==> src/rtl/core/cihp_pkg.sv <==
package cihp_pkg;

  localparam int unsigned POS_W = 24;
  localparam logic [63:0] MIN_FILE_BYTES = 64'd12;

  // config register indexes
  localparam logic [1:0] CFG_MAGIC   = 2'd0;
  localparam logic [1:0] CFG_VERSION = 2'd1;
  localparam logic [1:0] CFG_KIND    = 2'd2;
  localparam logic [1:0] CFG_TOTAL   = 2'd3;

  // result event codes
  localparam logic [1:0] EV_INDEX = 2'd0;
  localparam logic [1:0] EV_FILE  = 2'd1;
  localparam logic [1:0] EV_EMPTY = 2'd2;
  localparam logic [1:0] EV_ERROR = 2'd3;

  // error codes
  localparam logic [2:0] ERR_NONE      = 3'd0;
  localparam logic [2:0] ERR_SMALL     = 3'd1;
  localparam logic [2:0] ERR_MAGIC     = 3'd2;
  localparam logic [2:0] ERR_VERSION   = 3'd3;
  localparam logic [2:0] ERR_OVERRUN   = 3'd4;
  localparam logic [2:0] ERR_TRUNCATED = 3'd5;

  typedef enum logic [12:0] {
    PH_MAGIC    = 13'h0001,
    PH_VERSION  = 13'h0002,
    PH_COUNT    = 13'h0004,
    PH_KIND     = 13'h0008,
    PH_RESERVED = 13'h0010,
    PH_ID       = 13'h0020,
    PH_SUFLEN   = 13'h0040,
    PH_SUFSTR   = 13'h0080,
    PH_NFILES   = 13'h0100,
    PH_NAMELEN  = 13'h0200,
    PH_NAMESTR  = 13'h0400,
    PH_OFFSET   = 13'h0800,
    PH_LENGTH   = 13'h1000
  } phase_t;

  typedef struct packed {
    logic [7:0] data_byte;
    logic       first_byte;
    logic       end_of_data;
  } in_t;

  typedef struct packed {
    logic [1:0]        event_res;
    logic [2:0]        error_code;
    logic              header_done;
    logic              kind_known;
    logic signed [63:0] entry_id;
    logic [31:0]       file_count;
    logic [POS_W-1:0]  text_pos;
    logic [31:0]       text_len;
    logic [63:0]       file_offset;
    logic [63:0]       file_length;
  } out_t;

  typedef struct packed {
    logic [31:0] magic;
    logic [31:0] version;
    logic [7:0]  kind;
    logic [63:0] total;
  } cfg_t;

  typedef struct packed {
    logic             finished;
    phase_t           phase;
    logic [2:0]       byte_cnt;
    logic [63:0]      shift;
    logic [POS_W-1:0] pos;
    logic [31:0]      indices_left;
    logic [31:0]      files_left;
    logic [31:0]      str_left;
    logic             kind_known;
    logic [63:0]      entry_id;
    logic [POS_W-1:0] text_pos;
    logic [31:0]      text_len;
    logic [63:0]      offset;
  } state_t;

  localparam state_t RESET_STATE = '{
    finished: 1'b1, phase: PH_MAGIC, byte_cnt: 3'd0, shift: 64'd0, pos: '0,
    indices_left: 32'd0, files_left: 32'd0, str_left: 32'd0, kind_known: 1'b0,
    entry_id: 64'd0, text_pos: '0, text_len: 32'd0, offset: 64'd0};

  // index of the last byte of a numeric field
  function automatic logic [2:0] field_last(phase_t ph);
    logic [2:0] r;
    case (ph)
      PH_KIND:     r = 3'd0;
      PH_RESERVED: r = 3'd2;
      PH_ID:       r = 3'd7;
      PH_OFFSET:   r = 3'd7;
      PH_LENGTH:   r = 3'd7;
      default:     r = 3'd3;
    endcase
    return r;
  endfunction

endpackage

==> src/rtl/core/cihp_step.sv <==
module cihp_step #(
  parameter int unsigned MAX_HEADER_BYTES = 16777216
) (
  input  cihp_pkg::state_t st,
  input  cihp_pkg::in_t    din,
  input  cihp_pkg::cfg_t   cfg,
  output cihp_pkg::state_t st_next,
  output cihp_pkg::out_t   res,
  output logic             res_valid
);
  import cihp_pkg::*;

  localparam logic [POS_W:0] MaxHdr = (POS_W+1)'(MAX_HEADER_BYTES);

  state_t         cur;
  logic [POS_W:0] pos_inc;
  logic [63:0]    shifted;
  logic [64:0]    span;
  logic           last;
  logic           done;
  logic           entry;
  logic [2:0]     err;

  always_comb begin
    cur = st;
    if (din.first_byte) begin
      cur = RESET_STATE;
      cur.finished = 1'b0;
    end
    st_next = cur;
    res = '0;
    res_valid = 1'b0;
    pos_inc = {1'b0, cur.pos} + {{POS_W{1'b0}}, 1'b1};
    shifted = {cur.shift[55:0], din.data_byte};
    span = {1'b0, cur.offset} + {1'b0, shifted};
    last = (cur.byte_cnt == field_last(cur.phase));
    done = 1'b0;
    entry = 1'b0;
    err = ERR_NONE;

    if (din.first_byte && (cfg.total < MIN_FILE_BYTES)) begin
      res.event_res = EV_ERROR;
      res.error_code = ERR_SMALL;
      res_valid = 1'b1;
      st_next.finished = 1'b1;
    end else if (!cur.finished) begin
      if (cur.phase == PH_SUFSTR || cur.phase == PH_NAMESTR) begin
        st_next.str_left = cur.str_left - 32'd1;
        if (st_next.str_left == 32'd0) begin
          st_next.phase = (cur.phase == PH_SUFSTR) ? PH_NFILES : PH_OFFSET;
        end
      end else if (!last) begin
        st_next.byte_cnt = cur.byte_cnt + 3'd1;
        st_next.shift = shifted;
      end else begin
        st_next.byte_cnt = 3'd0;
        st_next.shift = 64'd0;
        case (cur.phase)
          PH_MAGIC: begin
            if (shifted[31:0] != cfg.magic) err = ERR_MAGIC;
            else st_next.phase = PH_VERSION;
          end
          PH_VERSION: begin
            if (shifted[31:0] != cfg.version) err = ERR_VERSION;
            else st_next.phase = PH_COUNT;
          end
          PH_COUNT: begin
            st_next.indices_left = shifted[31:0];
            if (shifted[31:0] == 32'd0) begin
              done = 1'b1;
              res.event_res = EV_EMPTY;
            end else begin
              st_next.phase = PH_KIND;
            end
          end
          PH_KIND: begin
            st_next.kind_known = (shifted[7:0] == cfg.kind);
            st_next.phase = PH_RESERVED;
          end
          PH_RESERVED: st_next.phase = PH_ID;
          PH_ID: begin
            st_next.entry_id = shifted;
            st_next.phase = PH_SUFLEN;
          end
          PH_SUFLEN, PH_NAMELEN: begin
            st_next.text_pos = pos_inc[POS_W-1:0];
            st_next.text_len = shifted[31:0];
            st_next.str_left = shifted[31:0];
            // an empty string takes no bytes
            if (cur.phase == PH_SUFLEN) begin
              st_next.phase = (shifted[31:0] != 32'd0) ? PH_SUFSTR : PH_NFILES;
            end else begin
              st_next.phase = (shifted[31:0] != 32'd0) ? PH_NAMESTR : PH_OFFSET;
            end
          end
          PH_NFILES: begin
            st_next.files_left = shifted[31:0];
            st_next.indices_left = cur.indices_left - 32'd1;
            entry = 1'b1;
            res.event_res = EV_INDEX;
            res.kind_known = cur.kind_known;
            res.entry_id = cur.entry_id;
            res.file_count = shifted[31:0];
            res.text_pos = cur.text_pos;
            res.text_len = cur.text_len;
            if (shifted[31:0] != 32'd0) st_next.phase = PH_NAMELEN;
            else if (st_next.indices_left == 32'd0) done = 1'b1;
            else st_next.phase = PH_KIND;
          end
          PH_OFFSET: begin
            st_next.offset = shifted;
            st_next.phase = PH_LENGTH;
          end
          PH_LENGTH: begin
            // offset + length against total size, no wrap
            if (span > {1'b0, cfg.total}) begin
              err = ERR_OVERRUN;
            end else begin
              st_next.files_left = cur.files_left - 32'd1;
              entry = 1'b1;
              res.event_res = EV_FILE;
              res.text_pos = cur.text_pos;
              res.text_len = cur.text_len;
              res.file_offset = cur.offset;
              res.file_length = shifted;
              if (st_next.files_left != 32'd0) st_next.phase = PH_NAMELEN;
              else if (cur.indices_left == 32'd0) done = 1'b1;
              else st_next.phase = PH_KIND;
            end
          end
          default: st_next.phase = cur.phase;
        endcase
      end

      st_next.pos = pos_inc[POS_W-1:0];

      if (err != ERR_NONE) begin
        res = '0;
        res.event_res = EV_ERROR;
        res.error_code = err;
        res_valid = 1'b1;
        st_next.finished = 1'b1;
      end else if (done) begin
        res.header_done = 1'b1;
        res_valid = 1'b1;
        st_next.finished = 1'b1;
      end else if (din.end_of_data || pos_inc >= MaxHdr) begin
        res = '0;
        res.event_res = EV_ERROR;
        res.error_code = ERR_TRUNCATED;
        res_valid = 1'b1;
        st_next.finished = 1'b1;
      end else begin
        res_valid = entry;
      end
    end
  end

endmodule

==> src/rtl/core/compound_index_header_parser.sv <==
// Channel  | Direction | Handshake            | Payload
// ---------+-----------+----------------------+-------------------------------
// in       | input     | in_valid / in_ready  | in_data  (data_byte, flags)
// out      | output    | out_valid / out_ready| out_data (one result item)
// cfg      | input     | cfg_we               | cfg_index, cfg_data
//
// One header byte per cycle unless the result register stalls; an item is
// held in the input register and the parse step feeds the result register.
// The parse state updates in the same cycle the item leaves the input register.
// Synchronous reset clears control and config; the parser then waits for a
// first byte. A stalled result register holds the input register, and in_ready
// drops only when both are full.
module compound_index_header_parser #(
  parameter int unsigned MAX_HEADER_BYTES = 16777216
) (
  input  logic             clk,
  input  logic             rst,
  input  logic             in_valid,
  output logic             in_ready,
  input  cihp_pkg::in_t    in_data,
  output logic             out_valid,
  input  logic             out_ready,
  output cihp_pkg::out_t   out_data,
  input  logic             cfg_we,
  input  logic [1:0]       cfg_index,
  input  logic [63:0]      cfg_data
);
  import cihp_pkg::*;

  cfg_t   cfg;
  state_t st;
  state_t st_next;
  in_t    s1_data;
  logic   s1_valid;
  out_t   res;
  logic   res_valid;
  logic   advance;

  assign advance  = s1_valid && (!out_valid || out_ready);
  assign in_ready = !s1_valid || advance;

  cihp_step #(
    .MAX_HEADER_BYTES(MAX_HEADER_BYTES)
  ) u_step (
    .st        (st),
    .din       (s1_data),
    .cfg       (cfg),
    .st_next   (st_next),
    .res       (res),
    .res_valid (res_valid)
  );

  always_ff @(posedge clk) begin
    if (rst) begin
      cfg <= '0;
    end else if (cfg_we) begin
      case (cfg_index)
        CFG_MAGIC:   cfg.magic   <= cfg_data[31:0];
        CFG_VERSION: cfg.version <= cfg_data[31:0];
        CFG_KIND:    cfg.kind    <= cfg_data[7:0];
        CFG_TOTAL:   cfg.total   <= cfg_data;
        default:     cfg.total   <= cfg.total;
      endcase
    end
  end

  always_ff @(posedge clk) begin
    if (rst) begin
      s1_valid <= 1'b0;
    end else if (in_ready) begin
      s1_valid <= in_valid;
    end
  end

  always_ff @(posedge clk) begin
    if (in_ready && in_valid) begin
      s1_data <= in_data;
    end
  end

  always_ff @(posedge clk) begin
    if (rst) begin
      st <= RESET_STATE;
    end else if (advance) begin
      st <= st_next;
    end
  end

  always_ff @(posedge clk) begin
    if (rst) begin
      out_valid <= 1'b0;
    end else if (advance && res_valid) begin
      out_valid <= 1'b1;
    end else if (out_ready) begin
      out_valid <= 1'b0;
    end
  end

  always_ff @(posedge clk) begin
    if (advance && res_valid) begin
      out_data <= res;
    end
  end

endmodule

==> config.mk <==
export PLATFORM = sky130hd
export DESIGN_NAME = compound_index_header_parser
export DESIGN_NICKNAME = d
export VERILOG_FILES = /design/src/rtl/core/cihp_pkg.sv /design/src/rtl/core/cihp_step.sv /design/src/rtl/core/compound_index_header_parser.sv
export SDC_FILE = /design/constraint.sdc
export NUM_CORES = 2
export LEC_CHECK = 0
export BUFFER_PORTS_ARGS = -buffer_cell sky130_fd_sc_hd__buf_2
export CAP_MARGIN = 20
export CORE_UTILIZATION = 37
export DETAILED_ROUTE_END_ITERATION = 10
export SLEW_MARGIN = 20
export SYNTH_ARGS = -nofsm -noshare
export SYNTH_HDL_FRONTEND = slang
export SYNTH_SLANG_ARGS = --single-unit
==> constraint.sdc <==
create_clock -name clk -period 70 [get_ports clk]
set_input_delay 3.5 -clock clk [delete_from_list [all_inputs] [get_ports clk]]
set_output_delay 3.5 -clock clk [all_outputs]
set_load 0.02 [all_outputs]
### Word level (Yosys, flattened, before mapping)

Index checks and enable logic that the tools add are counted.

| cells by class | value |
|---|---|
| magnitude comparators | 3 |
| eq/ne operators | 20 |
| $add $sub $neg | 6 |
| reduce and logical (&&, ||, !) cells | 27 |
| mux-type cells | 87 |

Operators by type and width:

| kind | number |
|---|---|
| $mux W281 | 4 |
| $mux W287 | 3 |
| $mux W386 | 2 |
| $mux W184 | 3 |
| $mux W385 | 1 |
| $mux W64 | 3 |
| $mux W185 | 1 |
| $mux W13 | 12 |
| $mux W67 | 2 |
| $pmux W13 S10 | 1 |
| $logic_not A32 Y1 | 4 |
| $mux W128 | 1 |
| $pmux W32 S2 | 2 |
| $pmux W56 S2 | 1 |
| $mux W97 | 1 |
| $mux W32 | 3 |
| $sub A32 B1 Y32 const B | 3 |
| $add A64 B64 Y65 | 1 |
| $gt A65 B64 Y1 | 1 |
| $lt A64 B4 Y1 const B | 1 |
| $ne A32 B32 Y1 | 2 |
| $reduce_bool A32 Y1 | 2 |
| $mux W56 | 1 |
| $mux W1 | 27 |
| other kinds (38) | 61 |

| word-level totals | value |
|---|---|
| input bits | 81 |
| output and inout port bits | 289 |
| flip-flop bits (word level) | 821 |
| logic and storage cells | 176 |

### Logic depth before layout (Yosys ltp)

| logic depth | value |
|---|---|
| depth after elaboration | 16 |
| gate-level depth with buffers | 39 |
| depth with buffers taken out | 27 |

### Hierarchy

Synthesis repeated with hierarchy kept, for this count alone.

| second synthesis, totals | value |
|---|---|
| cell total of the unflattened synthesis | 6323 |
| area total of the unflattened synthesis | 52552.9 µm² |

Modules (own cells, without submodules):

| module | instances | area an instance (µm²) | seq. area each (µm²) | cells each |
|---|---|---|---|---|
| compound_index_header_parser | 1 | 31447.7 | 19408.6 | 2579 |
| cihp_step | 1 | 21105.2 | 0.0 | 3744 |

### Least setup slack after synthesis

No wires, ideal clock.

| path | value |
|---|---|
| kind | register to register |
| start point | reg s1_data[1] (netlist bit) |
| end point | reg out_data[0] (netlist bit), enable pin |
| clock period less this slack | 24.135 ns |
| required time | 68.906 ns |
| setup time | 1.094 ns |
| buffers on the path | 12 |
| cell stages (with the launch flop) | 37 |
| arrival time | 23.041 ns |
| setup slack | 45.865 ns |
| path through | edfxtp_1 buf_2 clkbuf_1 clkbuf_1 clkbuf_1 clkbuf_1 buf_1 clkbuf_1 buf_2 clkbuf_1 clkbuf_1 clkbuf_1 nor2b_1 ha_1 clkbuf_1 nand2_1 and3b_1 inv_1 nor2_1 a21oi_1 o311ai_0 a41oi_1 o21ai_0 a21oi_1 o41ai_1 xor2_1 ha_1 and3_1 nand2_1 nor4_1 nand4_1 nor3_1 a21o_1 nand3_1 nor3_1 o21ai_0 a41oi_1 |

| on the way | value |
|---|---|
| cells in the longest elaborated chain, start to end | 15 |
| elaborated cells on any way between the ends | 61 |
| classes of those cells | add/sub (4); order compare (2); eq/ne (14); mux (30); reduce/logical (11) |

Ends and longest elaborated chain:

| element | line | source |
|---|---|---|
| start: declaration | compound_index_header_parser.sv:33 | `in_t s1_data;` |
| start signal: assignment | compound_index_header_parser.sv:77 | `s1_data <= in_data;` |
| parallel branches: the longest is 13 deep, another holds $add A64 B64 Y65 | n/a |  |
| $mux W1 (*) | cihp_step.sv:41 | `if (din.first_byte && (cfg.total < MIN_FILE_BYTES)) begin` |
| $logic_and A1 B1 Y1 (*) | compound_index_header_parser.sv:100 | `if (advance && res_valid) begin` |
| end signal: assignment | compound_index_header_parser.sv:101 | `out_data <= res;` |
| end: declaration | compound_index_header_parser.sv:23 | `output cihp_pkg::out_t out_data,` |

Every way passes the cells marked *. The select of a mux whose other input is x is not followed.
A chain may end at the register's enable or synchronous reset.

### Final worst setup path

| path | value |
|---|---|
| start point | reg s1_data[1] (netlist bit) |
| end point | reg out_data[240] (netlist bit), enable pin |

The elaborated chain is that of the path after synthesis.

==> run summary <==
OUTCOME
------------------------------------------------------------------------------------
Run status ............................................................    completed

PLACED DESIGN
------------------------------------------------------------------------------------
Final HPWL from detailed placement ....................................    130000 um
Cell total after placement ............................................         6732
GPL Wtd Cong ..........................................................        0.980
Port buffer count .....................................................          369
Post-Place Worst Slack ................................................     58.10 ns
Area after detailed placement .........................................    46700 um2

ROUTING
------------------------------------------------------------------------------------
Routed Antenna Nets ...................................................            0
DRC errors left .......................................................            0
Total via count after detailed routing ................................        41.4k
Overall routed net length .............................................    183000 um
Violation count after the first detailed-routing iteration ............         5113
Average via count per standard cell ...................................         6.01
Wire length per cell ..................................................      26.5 um
First drt pass iteration count ........................................            6

WORST SETUP PATH
------------------------------------------------------------------------------------
Worst EP arrival ......................................................     11.96 ns
Data required time of the critical path ...............................     70.31 ns
Most prevalent standard cell on the critical path .....................        buf_4
Worst Reg-to-Reg Cells ................................................           30
Slowest Stage Delay on Critical Path ..................................      0.83 ns
Slowest cell on the critical path .....................................     o311ai_0
Endpoint class of the critical path ...................................         flop
Type of the worst setup path .......................................... flop to flop
Crit Path Max Fanout ..................................................           71
Category of the worst setup path launch point .........................         flop

LAYOUT
------------------------------------------------------------------------------------
Area delta synth->final ...............................................        14.2%
Post-route cell area ..................................................    49700 um2
Fraction of layout instances using a drive strength above 1 ...........        12.5%
Final cell count without fillers ......................................         6901
Utilization of the core after routing .................................        42.7%
Net count, final ......................................................         5518

GLOBAL ROUTE
------------------------------------------------------------------------------------
Grt total ovfl ........................................................            0
Pin count of the biggest net entering global routing ..................          157
Overall routing resource usage ........................................        29.7%
Initial antenna violation count .......................................            8
First-pass GRT wire length ............................................    262000 um
Number of global-route vias before repair .............................        38.1k

POWER AND IR DROP
------------------------------------------------------------------------------------
Power per unit of standard cell area ..................................  21.5 nW/um2
Switching fraction of total power .....................................        26.2%
Clock share of power ..................................................        45.0%
Net Switching .........................................................     0.281 mW
Worst IR Drop VDD .....................................................  0.0000172 V
Reg power frac ........................................................        47.0%
Static leakage ........................................................      18.5 nW
Internal power of the cells ...........................................     0.790 mW
Total power after layout ..............................................      1.07 mW
Combinational share of power ..........................................         8.0%

TIMING
------------------------------------------------------------------------------------
Clock Skews ...........................................................    0.0526 ns
RSZ-0062 raised after global routing ..................................           no
Setup-failing EPs final ...............................................            0
Slew at the pin closest to its max-slew limit .........................      1.19 ns
Part of the cycle the worst path needs ................................        16.6%
Worst rel slew slack ..................................................        20.7%
Number of pins exceeding their max-slew limit in the final report .....            0
Fin Setup TNS .........................................................         0 ns
Tmin final ............................................................     11.65 ns
Hold violation count in the final report ..............................            0
Achievable Freq .......................................................     85.8 MHz
Post-route worst hold slack ...........................................     0.456 ns
Setup slack of the critical path after layout .........................     58.35 ns

DIE
------------------------------------------------------------------------------------
Starting density of the core ..........................................        37.4%
Chip Height ...........................................................       345 um
Die W .................................................................       345 um
Core Rows .............................................................          125
Die Footprint .........................................................   119000 um2
Top-level I/O count ...................................................          370
Core area .............................................................   116000 um2

HOLD PATH
------------------------------------------------------------------------------------
Min-Delay Path Class .................................................. flop to flop
Number of cells on the worst hold path ................................            2

LOGIC SYNTHESIS
------------------------------------------------------------------------------------
Sequential share of the synthesized area ..............................        44.2%
Most used standard cell by instance count after synthesis .............       nor2_1
Syn_nets ..............................................................         5346
Synth cell count leaders .............................................. 655 x nor2_1, 553 x nand2_1, 516 x dfxtp_1
Count of synthesis-stage warnings from yosys ..........................            0
Count of unique library cells instantiated by Yosys ...................           89
Number of synthesized flops with an enable pin ........................          297
Mean instance size in the synthesized netlist .........................     8.49 um2
Mapped cell area ......................................................    43500 um2
Total of flip-flops plus latches after synthesis ......................          813
Fraction of post-synthesis cell area in the top cell type by area .....        23.7%
Synth area leaders .................................................... dfxtp_1 24%, edfxtp_1 20%, nor2_1 5.6%
Main flop type after synthesis ........................................      dfxtp_1
Cells after Synth .....................................................         5128
Proportion of synthesized flip-flops having asynchronous set or reset .           0%
Largest area contributor in the synthesized netlist ...................      dfxtp_1

CTS
------------------------------------------------------------------------------------
Inserted Clock Buffers ................................................           89
Post-CTS Repair Setup Buffers .........................................            0
Max clock buf depth ...................................................            3
Insertion delay of the later-clocked pin in the worst-skew pair .......      0.71 ns
Root buffer cell ......................................................    clkbuf_16
Clock tree from TritonCTS .............................................        built
CTS clk-pin slew, worst paths .........................................      0.06 ns
Number of gates resized after cts .....................................            0
Total of hold buffers inserted after clock tree synthesis .............            0
H-tree levels .........................................................            3
CTS sink cnt ..........................................................          813

FLOW RUN
------------------------------------------------------------------------------------
Max-cap violations ....................................................            0

critical path, delay by kind of cell, from the launching register on:
kind	cells	cell delay [ns]
AO/OA/AOI/OAI	10	3.64
XOR/XNOR	1	0.13
adder cells (fa/ha/maj)	2	0.65
buffers and inverters	7	3.59
flip-flops	1	0.38
AND/OR/NAND/NOR	10	2.70
cell usage in the layout, fill, tap and decap left out, types with 17 or more instances in the layout:
master,instances
nor2_1,647
a31oi_1,49
buf_4,89
edfxtp_1,297
nor4_1,74
or3_1,26
nand2b_1,26
o21a_1,20
a22o_1,23
o211ai_1,34
o31ai_1,20
dfxtp_1,516
o22ai_1,35
nand2_1,553
nor2b_1,99
a21o_1,36
clkbuf_16,90
mux2i_1,25
o21ai_0,254
nor4bb_1,17
ha_1,136
or4_1,17
o21bai_1,20
a211oi_1,28
and2_1,204
and3_1,28
buf_2,368
nand3_1,143
clkbuf_1,21
a22oi_1,290
nand4_1,59
a21oi_1,376
xor2_1,68
and4_1,17
xnor2_1,80
inv_1,163
nor3_1,102
or2_2,17
worst paths after layout:
path,startpoint,to,slack (ns)
setup / recovery,s1_data[1]$_DFFE_PP_,out_data[240]$_SDFFCE_PP0P_,58.35
hold / removal,cfg[1]$_SDFFE_PP0P_,cfg[1]$_SDFFE_PP0P_,0.46
setup reg to reg,s1_data[1]$_DFFE_PP_,out_data[240]$_SDFFCE_PP0P_,58.35
hold reg to reg,cfg[1]$_SDFFE_PP0P_,cfg[1]$_SDFFE_PP0P_,0.46
area by class of cell:
type | count | area [um2]
Timing Repair Buffer | 461 | 2580
Antenna cell | 5 | 12.5
Sequential cell | 813 | 19200
Clock inverter | 42 | 512
Tap cell | 1524 | 1910
Clock buffer | 121 | 2460
Fill cell | 11700 | 66700
Multi-Input combinational cell | 3770 | 22400
Inverter | 165 | 622
sequential cells by signal, indices dropped and copies added (netlist names):
register	cells
out_data	287
cfg	136
st	378
s1_data	10
out_valid	1
s1_valid	1
logic make-up after synthesis:
group                      after synthesis  share of synthesized area (%)
muxes                                   28                          0.652
and+or+nand+nor                       2118                           23.5
DFF                                    813                           44.2
adders and majority gates              137                           3.96
buffers and inverters                  545                           4.85
AOI/OAI and AO/OA                     1339                           19.9
xor gates and xnor gates               148                           2.98
power by group through the flow:
stage                     combinational (mW)  sequential, mW  clock, mW
after floorplan                       0.0451           0.521          0
after global placement                0.0833           0.514          0
after detailed placement              0.0836           0.514          0
after CTS                             0.0839           0.503      0.488
after global routing                  0.0911           0.504      0.505
final                                 0.0858           0.503      0.482
routing by layer:
layer  vias to the layer above  share of wire [%]  global-route usage, %
li1                      18800                  -                      -
met1                     20000                 41                   39.5
met2                      2204                 45                   46.7
met4                         4                5.1                   13.9
met5                         -              0.012                      0
met3                       465                8.6                   5.44
Power figures use the tool's default switching activity.
